**src/rtl/core/bmmd_pkg.sv**
```systemverilog
// Package for the banked memory map decoder: target codes, address
// constants and the latch write request type. No dependencies.
`default_nettype none

package bmmd_pkg;

  typedef enum logic [2:0] {
    TGT_RAM     = 3'd0,
    TGT_CARD    = 3'd1,
    TGT_ROM     = 3'd2,
    TGT_LATCH   = 3'd3,
    TGT_OPEN    = 3'd4,
    TGT_UART    = 3'd5,
    TGT_ANSWER  = 3'd6,
    TGT_HANDOFF = 3'd7
  } tgt_t;

  localparam logic CFG_ROM_BASE = 1'b0;
  localparam logic CFG_HANDOFF  = 1'b1;

  localparam logic [15:0] ROM_BASE_RST = 16'hC000;
  localparam logic [15:0] HANDOFF_RST  = 16'hFFFF;
  localparam logic [15:0] RAM_OFFSET   = 16'h8000;
  localparam logic [7:0]  UART_PAGE_LO = 8'h00;
  localparam logic [7:0]  UART_PAGE_HI = 8'hA0;
  localparam logic [7:0]  UART_FIRST   = 8'h20;
  localparam logic [7:0]  UART_LAST    = 8'h27;
  localparam logic [7:0]  ANSWER_OFF   = 8'h33;
  localparam logic [11:0] LATCH_PAGE   = 12'hF00;
  localparam logic [7:0]  OPEN_BUS     = 8'hFF;

  localparam int unsigned LATCH_DEPTH = 16;
  localparam int unsigned LATCH_AW    = 4;

  typedef struct packed {
    logic                we;
    logic [LATCH_AW-1:0] idx;
    logic [7:0]          data;
  } latch_wr_t;

  typedef struct packed {
    logic        mode;
    logic        space;
    logic [15:0] addr;
    logic [7:0]  write_data;
    logic        card_claims;
    logic [7:0]  card_data;
  } req_t;

  typedef struct packed {
    tgt_t        target;
    logic [15:0] target_addr;
    logic [7:0]  read_data;
    logic [1:0]  uart_index;
  } res_t;

endpackage

`default_nettype wire

```
**src/rtl/core/bmmd_latch_file.sv**
```systemverilog
// Sixteen 8-bit local I/O latches, cleared at reset, one write and one read port.
// Depends on bmmd_pkg.
`default_nettype none

module bmmd_latch_file
  import bmmd_pkg::*;
(
  input  wire logic                clk,
  input  wire logic                rst_n,
  input  wire latch_wr_t           wr,
  input  wire logic [LATCH_AW-1:0] rd_idx,
  output logic [7:0]               rd_data
);

  logic [7:0] latch_r [LATCH_DEPTH];

  always_ff @(posedge clk) begin
    if (!rst_n) begin
      for (int i = 0; i < LATCH_DEPTH; i++) latch_r[i] <= '0;
    end else if (wr.we) begin
      latch_r[wr.idx] <= wr.data;
    end
  end

  assign rd_data = latch_r[rd_idx];

endmodule

`default_nettype wire

```
**src/rtl/core/bmmd_decode.sv**
```systemverilog
// Combinational decode of one bus request into target, address and read byte.
// Depends on bmmd_pkg; read byte of the latch file comes in from bmmd_latch_file.
`default_nettype none

module bmmd_decode
  import bmmd_pkg::*;
(
  input  wire req_t        req,
  input  wire logic [15:0] rom_base,
  input  wire logic [15:0] handoff_address,
  input  wire logic [7:0]  latch_data,
  output res_t             res,
  output latch_wr_t        latch_wr
);

  logic [7:0] hi;
  logic [7:0] off;
  logic       uart_page;
  logic       uart_hit;
  logic       answer_hit;
  logic       latch_hit;
  logic       upper;
  logic       below_rom;
  logic       wr;

  always_comb begin
    hi         = req.addr[15:8];
    off        = req.addr[7:0];
    wr         = req.mode;
    uart_page  = (hi == UART_PAGE_LO) || (hi == UART_PAGE_HI);
    uart_hit   = uart_page && (off >= UART_FIRST) && (off <= UART_LAST);
    answer_hit = uart_page && (off == ANSWER_OFF);
    latch_hit  = (req.addr[15:4] == LATCH_PAGE);
    upper      = req.addr[15];
    below_rom  = req.addr < rom_base;

    res.target      = TGT_OPEN;
    res.target_addr = req.addr;
    res.read_data   = '0;
    res.uart_index  = '0;

    latch_wr.we   = 1'b0;
    latch_wr.idx  = req.addr[LATCH_AW-1:0];
    latch_wr.data = req.write_data;

    if (req.space && wr && (req.addr == handoff_address)) begin
      res.target = TGT_HANDOFF;
    end else if (req.space && uart_hit) begin
      res.target     = TGT_UART;
      res.uart_index = off[1:0];
    end else if (req.space && answer_hit) begin
      res.target = wr ? TGT_OPEN : TGT_ANSWER;
    end else if (req.space && latch_hit) begin
      res.target  = TGT_LATCH;
      latch_wr.we = wr;
      if (!wr) res.read_data = latch_data;
    end else if (req.space && upper && req.card_claims) begin
      res.target = TGT_CARD;
      if (!wr) res.read_data = req.card_data;
    end else if (req.space && upper && below_rom) begin
      res.target = TGT_OPEN;
      if (!wr) res.read_data = OPEN_BUS;
    end else if (!upper) begin
      res.target      = TGT_RAM;
      res.target_addr = req.addr + RAM_OFFSET;
    end else if (wr) begin
      res.target = TGT_OPEN;
    end else if (below_rom) begin
      if (req.card_claims) begin
        res.target    = TGT_CARD;
        res.read_data = req.card_data;
      end else begin
        res.target    = TGT_OPEN;
        res.read_data = OPEN_BUS;
      end
    end else begin
      res.target = TGT_ROM;
    end
  end

endmodule

`default_nettype wire

```
**src/rtl/core/banked_memory_map_decoder_top.sv**
```systemverilog
// Top level of the banked memory map decoder: input register, decode, result
// register and config registers. Depends on bmmd_pkg, bmmd_decode, bmmd_latch_file.
//
//  channel | direction | tdata / data                       | tuser / index
//  in_     | slave     | addr, write_data, card_claims, card_data | mode, space
//  out_    | master    | target_addr, read_data, uart_index | target
//  cfg_    | write     | 16-bit register value              | 1-bit register index
//
// Each request passes through the input register and then the result register;
// one request per cycle is sustained while out_tready stays high.
// Latch writes take effect as the request leaves the input register, so the
// next request already sees them. Synchronous active-low reset clears the
// latches and loads rom_base 0xC000 and handoff_address 0xFFFF.
// A stalled result holds; the input register drains into it once it frees.
`default_nettype none

module banked_memory_map_decoder_top
  import bmmd_pkg::*;
(
  input  wire logic        clk,
  input  wire logic        rst_n,
  input  wire logic        in_tvalid,
  output logic             in_tready,
  input  wire logic [39:0] in_tdata,   // addr[15:0], write_data[23:16], card_claims[24], card_data[32:25]
  input  wire logic [1:0]  in_tuser,   // mode[0], space[1]
  output logic             out_tvalid,
  input  wire logic        out_tready,
  output logic [31:0]      out_tdata,  // target_addr[15:0], read_data[23:16], uart_index[25:24]
  output logic [2:0]       out_tuser,  // target[2:0]
  input  wire logic        cfg_valid,
  output logic             cfg_ready,
  input  wire logic        cfg_index,
  input  wire logic [15:0] cfg_data
);

  logic        s1_valid_r;
  req_t        s1_req_r;
  logic        out_valid_r;
  res_t        out_res_r;
  logic [15:0] rom_base_r;
  logic [15:0] handoff_r;

  logic       adv;
  req_t       in_req;
  res_t       res;
  latch_wr_t  latch_wr;
  latch_wr_t  latch_wr_gated;
  logic [7:0] latch_data;

  assign in_req.addr        = in_tdata[15:0];
  assign in_req.write_data  = in_tdata[23:16];
  assign in_req.card_claims = in_tdata[24];
  assign in_req.card_data   = in_tdata[32:25];
  assign in_req.mode        = in_tuser[0];
  assign in_req.space       = in_tuser[1];

  assign adv       = s1_valid_r && (!out_valid_r || out_tready);
  assign in_tready = !s1_valid_r || adv;
  assign cfg_ready = 1'b1;

  bmmd_decode u_decode (
    .req             (s1_req_r),
    .rom_base        (rom_base_r),
    .handoff_address (handoff_r),
    .latch_data      (latch_data),
    .res             (res),
    .latch_wr        (latch_wr)
  );

  always_comb begin
    latch_wr_gated    = latch_wr;
    latch_wr_gated.we = latch_wr.we && adv;
  end

  bmmd_latch_file u_latches (
    .clk     (clk),
    .rst_n   (rst_n),
    .wr      (latch_wr_gated),
    .rd_idx  (s1_req_r.addr[LATCH_AW-1:0]),
    .rd_data (latch_data)
  );

  always_ff @(posedge clk) begin
    if (!rst_n) begin
      s1_valid_r  <= 1'b0;
      out_valid_r <= 1'b0;
      rom_base_r  <= ROM_BASE_RST;
      handoff_r   <= HANDOFF_RST;
    end else begin
      if (in_tready) s1_valid_r <= in_tvalid;
      if (adv) out_valid_r <= 1'b1;
      else if (out_tready) out_valid_r <= 1'b0;
      if (cfg_valid && cfg_ready) begin
        case (cfg_index)
          CFG_ROM_BASE: rom_base_r <= cfg_data;
          CFG_HANDOFF:  handoff_r  <= cfg_data;
          default:      ;
        endcase
      end
    end
  end

  always_ff @(posedge clk) begin
    if (in_tready && in_tvalid) s1_req_r <= in_req;
    if (adv) out_res_r <= res;
  end

  assign out_tvalid = out_valid_r;
  assign out_tdata  = {6'd0, out_res_r.uart_index, out_res_r.read_data,
                       out_res_r.target_addr};
  assign out_tuser  = out_res_r.target;

  a_ram_upper: assert property (@(posedge clk) disable iff (!rst_n)
    out_valid_r && (out_res_r.target == TGT_RAM) |-> out_res_r.target_addr[15])
    else $error("RAM target address outside upper half");

  a_uart_idx: assert property (@(posedge clk) disable iff (!rst_n)
    out_valid_r && (out_res_r.uart_index != 2'd0) |-> (out_res_r.target == TGT_UART))
    else $error("UART index set for non-UART target");

  a_rd_src: assert property (@(posedge clk) disable iff (!rst_n)
    out_valid_r && (out_res_r.read_data != 8'd0) |->
      (out_res_r.target == TGT_LATCH) || (out_res_r.target == TGT_CARD) ||
      (out_res_r.target == TGT_OPEN))
    else $error("read data from a target that supplies none");

  a_s1_hold: assert property (@(posedge clk) disable iff (!rst_n)
    s1_valid_r && !adv |=> s1_valid_r && $stable(s1_req_r))
    else $error("input register lost a stalled request");

endmodule

`default_nettype wire
```
**config.mk**
```make
export PLATFORM = sky130hd
export DESIGN_NAME = banked_memory_map_decoder_top
export DESIGN_NICKNAME = d
export VERILOG_FILES = /design/src/rtl/core/bmmd_pkg.sv /design/src/rtl/core/bmmd_latch_file.sv /design/src/rtl/core/bmmd_decode.sv /design/src/rtl/core/banked_memory_map_decoder_top.sv
export SDC_FILE = /design/constraint.sdc
export NUM_CORES = 1
export LEC_CHECK = 0
export BUFFER_PORTS_ARGS = -buffer_cell sky130_fd_sc_hd__buf_2
export CORE_AREA = 2 2 134 136
export CTS_BUF_LIST = sky130_fd_sc_hd__clkbuf_2
export DETAILED_ROUTE_END_ITERATION = 8
export DIE_AREA = 0 0 136 138
export MAX_ROUTING_LAYER = met4
export PLACE_DENSITY = 0.81
export SYNTH_ARGS = -nofsm -noshare
export SYNTH_HDL_FRONTEND = slang
export SYNTH_SLANG_ARGS = --single-unit
export TNS_END_PERCENT = 20
```
**constraint.sdc**
```tcl
create_clock -name clk -period 4.3 [get_ports clk]
set_clock_uncertainty 0.2 [all_clocks]
set_input_delay 0.645 -clock clk [delete_from_list [all_inputs] [get_ports clk]]
set_output_delay 0.645 -clock clk [all_outputs]
set_load 0.005 [all_outputs]
```
==> results of run 1 <==
==> kinds of logic after synthesis <==
logic type / after synthesis / synth area share, %
other: 2 / 0.0723
adder cells (fa/ha/maj): 15 / 1.81
XOR/XNOR: 17 / 1.43
AO/OA/AOI/OAI: 107 / 6.80
buffers and inverters: 83 / 3.46
multiplexers: 50 / 8.88
AND/OR/NAND/NOR: 323 / 14.7
flip-flops: 230 / 62.9
==> state kept, by name (all words and copies together) (netlist names), named ones only <==
signal,flops
s1_valid_r,1
handoff_r,16
out_tdata,26
s1_req_r,35
u_latches.latch_r,128
out_tuser,3
out_tvalid,1
rom_base_r,16
==> synth_stat cells, types with 2 or more instances <==
master and n:
nand4_1 3, nor2b_1 9, nor2_1 72, or2_2 2, inv_1 20, a21oi_1 33, nand3_1 29, mux4_2 32
nor4_1 7, a21boi_0 14, mux2_2 17, nand2_1 107, clkbuf_1 33, o211ai_1 2, nor4bb_1 2, buf_1 6
buf_2 17, nor3_1 66, and2_1 4, xor2_1 17, nand2b_1 5, a22o_1 7, o2111ai_2 3, conb_1 2
o21bai_1 2, dfxtp_1 38, buf_4 7, a32oi_1 2, a31oi_1 2, and3_1 3, ha_1 15, o31ai_1 8
o21ai_0 25, or4_1 4, edfxtp_1 192
==> per-layer routing <==
metal / vias up / global-route usage [%] / wire (um)
met3: 74 / 5.98 / 2630
met4: 0 / 10.8 / 794
met2: 476 / 47.5 / 13400
met5: - / - / 0
li1: 3414 / - / -
met1: 3567 / 35.5 / 9370
==> report_power, final <==
group / switching, mW / internal [mW] / total (mW)
logic: 0.241 / 0.205 / 0.446
registers: 0.0889 / 2.51 / 2.59
clock network: 0.844 / 0.566 / 1.41
total: 1.17 / 3.28 / 4.45
==> worst register-to-register path: cells and delay by family (launching register included) <==
family / cells / cell delay (ps)
AOI/OAI and AO/OA: 2 / 1020
buffers and inverters: 1 / 250
and+or+nand+nor: 3 / 1020
DFF: 1 / 590
==> final timing paths <==
check,from,endpoint,slack (ps),cells after the start
setup reg to reg,s1_req_r[32],u_latches.latch_r[12][1],830,6
hold reg to reg,rom_base_r[7],rom_base_r[7],270,2
hold / removal,out_tready,out_tvalid,60,3
setup / recovery,s1_req_r[32],u_latches.latch_r[12][1],830,6
==> metrics by stage <==
step	util (%)	cell area [sq um]	cells	worst slack (ps)
floorplan	-	10400	832	1220
global placement	63.1	11100	1114	1030
detailed placement	63.1	11100	1114	980
CTS	68.9	12100	1262	871
global route	68.9	12100	1263	599
finish	68.9	12100	1263	834
==> area by class of cell <==
| cell class | count | area [sq um] |
|---|---|---|
| Sequential cell | 230 | 6530 |
| Fill cell | 1229 | 5450 |
| Multi-Input combinational cell | 519 | 3530 |
| Timing Repair Buffer | 168 | 1170 |
| Clock buffer | 83 | 415 |
| Tap cell | 229 | 287 |
| Clock inverter | 13 | 76.3 |
| Inverter | 20 | 75.1 |
| Antenna cell | 1 | 2.50 |
==> reports/qor.txt, run 1 <==
Outcome: finished clean
Starting Density: 59.2%
Worst Setup Start Kind: flop
Total power: 4.45 mW
WS Path Type: flop to flop
Max FO, Critical Path: 36
Cells after synthesis: 827
Worst path slowest cell: edfxtp_1
Buffers plus inverters on the worst setup path: 1
TritonCTS Buffers: 54
Post-synthesis average cell area: 12.6 sq um
Clk buf depth: 3
Setup-failing EPs final: 0
First-pass GRT wire length: 39900 um
Arr. time, crit path: 3720 ps
Share of cells above drive strength 1: 25.7%
Post-synth top flop: edfxtp_1
Hold_buf cts: 52
Gr usage total: 28.9%
Critical path's top delay family: simple AND/OR/NAND/NOR gates
Post-route ant nets: 0
Final hold slack: 58.1 ps
Relative slew slack: 16.4%
Async set-reset flop share out of synthesis: 0%
Largest stage delay on the critical path: 590 ps
MaxCap Viol Count: 0
Clock-pin slew on the worst setup and hold paths: 110 ps
Post-route minimum period: 3470 ps
Largest net degree at the start of global routing: 51
Wire per inst: 20.8 um
Drt drc: 0
Worst-Margin Slew: 1250 ps
Library cells used by synthesis: 55
EDFF count, synth: 192
Vias in the first global route: 7483
Antenna violations before repair: 1
Via count: 7531
TritonRoute pass-1 iters: 7
Pins Over Slew Limit: 0
DRT Wirelength: 26200 um
Fin. Hold Viols: 0
Setup TNS: 0 ps
Worst vdd ir: 207 uV
CP endpoint kind: flop
Pwr Density: 368 nW/um^2
NumNets Final: 1072
DR iter-0 viols: 885
Worst Hold Class: input pin to flop
Clock sinks: 230
Yosys warns: 0
CP Cell Sequence: and2_1 > nand3_1 > nor4b_4 > o2111ai_4 > o31ai_1 > buf_4
RSZ-0062 raised after global routing: false
Sequential area share after synthesis: 62.9%
Setup bufs post-CTS: 0
H-tree level count: 2
Worst skew pair latency: 830 ps
Clock root cell: clkbuf_2
DP Wirelength: 16800 um
I/O pins: 102
Die Y: 138 um
Max Freq: 0.288 GHz
Most frequent cells in the layout: edfxtp_1, nand2_1, buf_2
Synth top area share: 55.5%
CORE AREA: 17500 sq um
IO Port Bufs: 87
Row Count: 49
Most common cell after layout, fill and taps aside: edfxtp_1
Synth area leaders: edfxtp_1, dfxtp_1, mux4_2
Worst Path Required: 4550 ps
RePlAce Congestion: 0.894
CTS tree: yes
# resized after CTS: 0
Flops & latches, synth: 230
Area grow syn2layout: 16.4%
Synthesized cell area: 10400 sq um
Pleak: 4.45 nW
Die Area: 18800 sq um
GRT overflow: 0
Post-synth top area cell: edfxtp_1
Period utilization: 80.6%
Die Width: 136 um
Vias per inst: 5.96
(Power assumes the default switching activity.)
==> inputs of run 2 (changes only) <==
==> constraint.sdc (replaced) <==
create_clock -name clk -period 3.65 [get_ports clk]
set_clock_uncertainty 0.2 [all_clocks]
set_input_delay 0.5475 -clock clk [delete_from_list [all_inputs] [get_ports clk]]
set_output_delay 0.5475 -clock clk [all_outputs]
set_load 0.005 [all_outputs]
==> reports/qor.txt, run 2 (synthesis results as in run 1) <==
GRT overflow: 0 (unchanged)
Wire per inst: 20.5 um (-1.3%)
Pins Over Slew Limit: 0 (unchanged)
IO Port Bufs: 87 (unchanged)
# resized after CTS: 0 (unchanged)
Clock power share: 32.5% (+0.8 points)
Worst Path Required: 4010 ps (-540 ps)
Die Y: 138 um (unchanged)
Int Power: 3.93 mW (+20%)
Max reg flops: 128 (unchanged)
Origin of the critical flop-to-flop path: s1_req_r[26]
Largest net degree at the start of global routing: 51 (unchanged)
Worst Setup Start Kind: flop
Seq pwr share: 56.9% (-1.4 points)
Row Count: 49 (unchanged)
Post-route minimum period: 3400 ps (-65.5 ps)
Hold Path Sink: rom_base_r[13]
Clock root cell: clkbuf_2
H-tree level count: 2 (unchanged)
CORE AREA: 17500 sq um (unchanged)
DR iter-0 viols: 799 (-9.7%)
TritonRoute pass-1 iters: 7 (unchanged)
Fin area: 12300 sq um (+2.0%)
Starting Density: 59.2% (unchanged)
Clk buf depth: 3 (unchanged)
Switching pwr: 1.40 mW (+19%)
Vias per inst: 5.96 (about the same)
Gr usage total: 29.4% (+0.43 points)
First-pass GRT wire length: 40800 um (+2.0%)
Via count: 7694 (+2.2%)
Register-to-Register Path Depth: 6 (unchanged)
Die Width: 136 um (unchanged)
Die Area: 18800 sq um (unchanged)
Worst-Margin Slew: 880 ps (-373 ps)
Setup-failing EPs final: 0 (unchanged)
Period utilization: 93.2% (+13 points)
Clock-pin slew on the worst setup and hold paths: 110 ps (about the same)
WS Path Type: flop to flop
I/O pins: 102 (unchanged)
Reg2Reg Setup Slack: 250 ps (-580 ps)
Setup TNS: 0 ps (unchanged)
NumNets Final: 1100 (+2.6%)
Most common cell after layout, fill and taps aside: edfxtp_1
Pleak: 4.60 nW (+3.3%)
Arr. time, crit path: 3760 ps (+40 ps)
TritonCTS Buffers: 56 (+3.7%)
Post-route ant nets: 0 (unchanged)
Vias in the first global route: 7756 (+3.6%)
Drt drc: 0 (unchanged)
DP Wirelength: 17700 um (+5.3%)
RePlAce Congestion: 0.845 (-5.5%)
DRT Wirelength: 26500 um (+0.85%)
Clock sinks: 230 (unchanged)
MaxCap Viol Count: 0 (unchanged)
CTS tree: yes
Min-Delay Path Depth: 5 (+2)
Fin. Hold Viols: 0 (unchanged)
Pre-CTS setup slack: 334 ps (-645 ps)
Worst Hold Class: input pin to flop
Register area: 6530 sq um (about the same)
Pwr Density: 433 nW/um^2 (+18%)
CP endpoint kind: flop
Worst skew pair latency: 880 ps (+50 ps)
Outcome: finished clean
Placed Area: 11200 sq um (+1.6%)
Area grow syn2layout: 18.7%
Footprint of the multi-input gates: 3530 sq um (unchanged)
Most frequent cells in the layout: edfxtp_1, nand2_1, clkbuf_2
Worst vdd ir: 276 uV (+34%)
RSZ-0062 raised after global routing: false
Switching Fraction: 26.3% (-0.093 points)
Antenna violations before repair: 1 (unchanged)
Logic gate share of total power: 10.6% (+0.6 points)
Max Freq: 0.294 GHz (+1.9%)
Layout fillers: 1206 (-1.9%)
Relative slew slack: 41.3% (+25 points)
PnR worst setup slack: 249 ps (-585 ps)
Largest register by flop count: u_latches.latch_r
Worst hold start: cfg_valid
Max FO, Critical Path: 11 (-69%)
Reg2Reg Capture Point: u_latches.latch_r[0][6]
Share of cells above drive strength 1: 27.9% (+2.3 points)
[run 2: cell count changes in the layout (fill, tap and decap cells not counted), sizes merged]
cell	delta
buf	+22
clkbuf	+9
clkinv	-10
clkinvlp	+1
dlygate4sd3	+4
inv	+1
[run 2: power by group through the flow]
| stage | registers [mW] | clock network, mW | logic, mW |
|---|---|---|---|
| 2_1_floorplan | 3.05 | 0 | 0.329 |
| 3_3_place_gp | 3.09 | 0 | 0.493 |
| 3_5_place_dp | 3.09 | 0 | 0.506 |
| 4_1_cts | 3.03 | 1.75 | 0.555 |
| 5_1_grt | 3.05 | 1.89 | 0.607 |
| 6_report | 3.04 | 1.74 | 0.565 |
[run 2: critical path, cell delays in order, from the launching register on]
cell       delay, ps
edfxtp_1         530
nor4_4           430
nand3_1          210
nor4b_4          420
o2111ai_4        320
o31ai_1          740
buf_4            260
[run 2: area by class of cell]
type,instances,share of cell area [%]
Tap cell,229,2.32
Timing Repair Buffer,194,11.3
Clock inverter,5,0.437
Multi-Input combinational cell,519,28.6
Inverter,20,0.609
Clock buffer,92,3.74
Antenna cell,1,0.0203
Sequential cell,230,53.0
[run 2: per-stage QoR]
stage / utilization (%) / power, mW / hold slack (ps) / instances
2_1_floorplan: - / 3.38 / 243 / 832
3_3_place_gp: 64.2 / 3.58 / 251 / 1136
3_5_place_dp: 64.2 / 3.60 / 262 / 1136
4_1_cts: 70.2 / 5.34 / 0.196 / 1288
5_1_grt: 70.3 / 5.54 / 132 / 1290
6_report: 70.3 / 5.34 / 155 / 1290
[run 2: routing by layer]
layer	GRT usage [%]	part of all wire, %
met3	7.11	10
met4	13.8	4.5
met1	34.3	35
met5	-	0
met2	47.9	50
[run 2: worst max path at each step]
stage / end / from / cells past startpoint
final: u_latches.latch_r[0][6] / s1_req_r[26] / 6
after detailed placement: u_latches.latch_r[0][3] / s1_req_r[26] / 6
after CTS: u_latches.latch_r[0][6] / s1_req_r[26] / 6
after floorplan: u_latches.latch_r[0][0] / s1_req_r[26] / 6
after global routing: u_latches.latch_r[0][6] / s1_req_r[26] / 6
after global placement: u_latches.latch_r[0][2] / s1_req_r[26] / 6
[run 2: timing repair]
| item | in CTS | in global routing |
|---|---|---|
| hold buffers | 55 | 1 |
| buffers inserted | 0 | 0 |
| endpoints found under the hold margin | 72 | 1 |
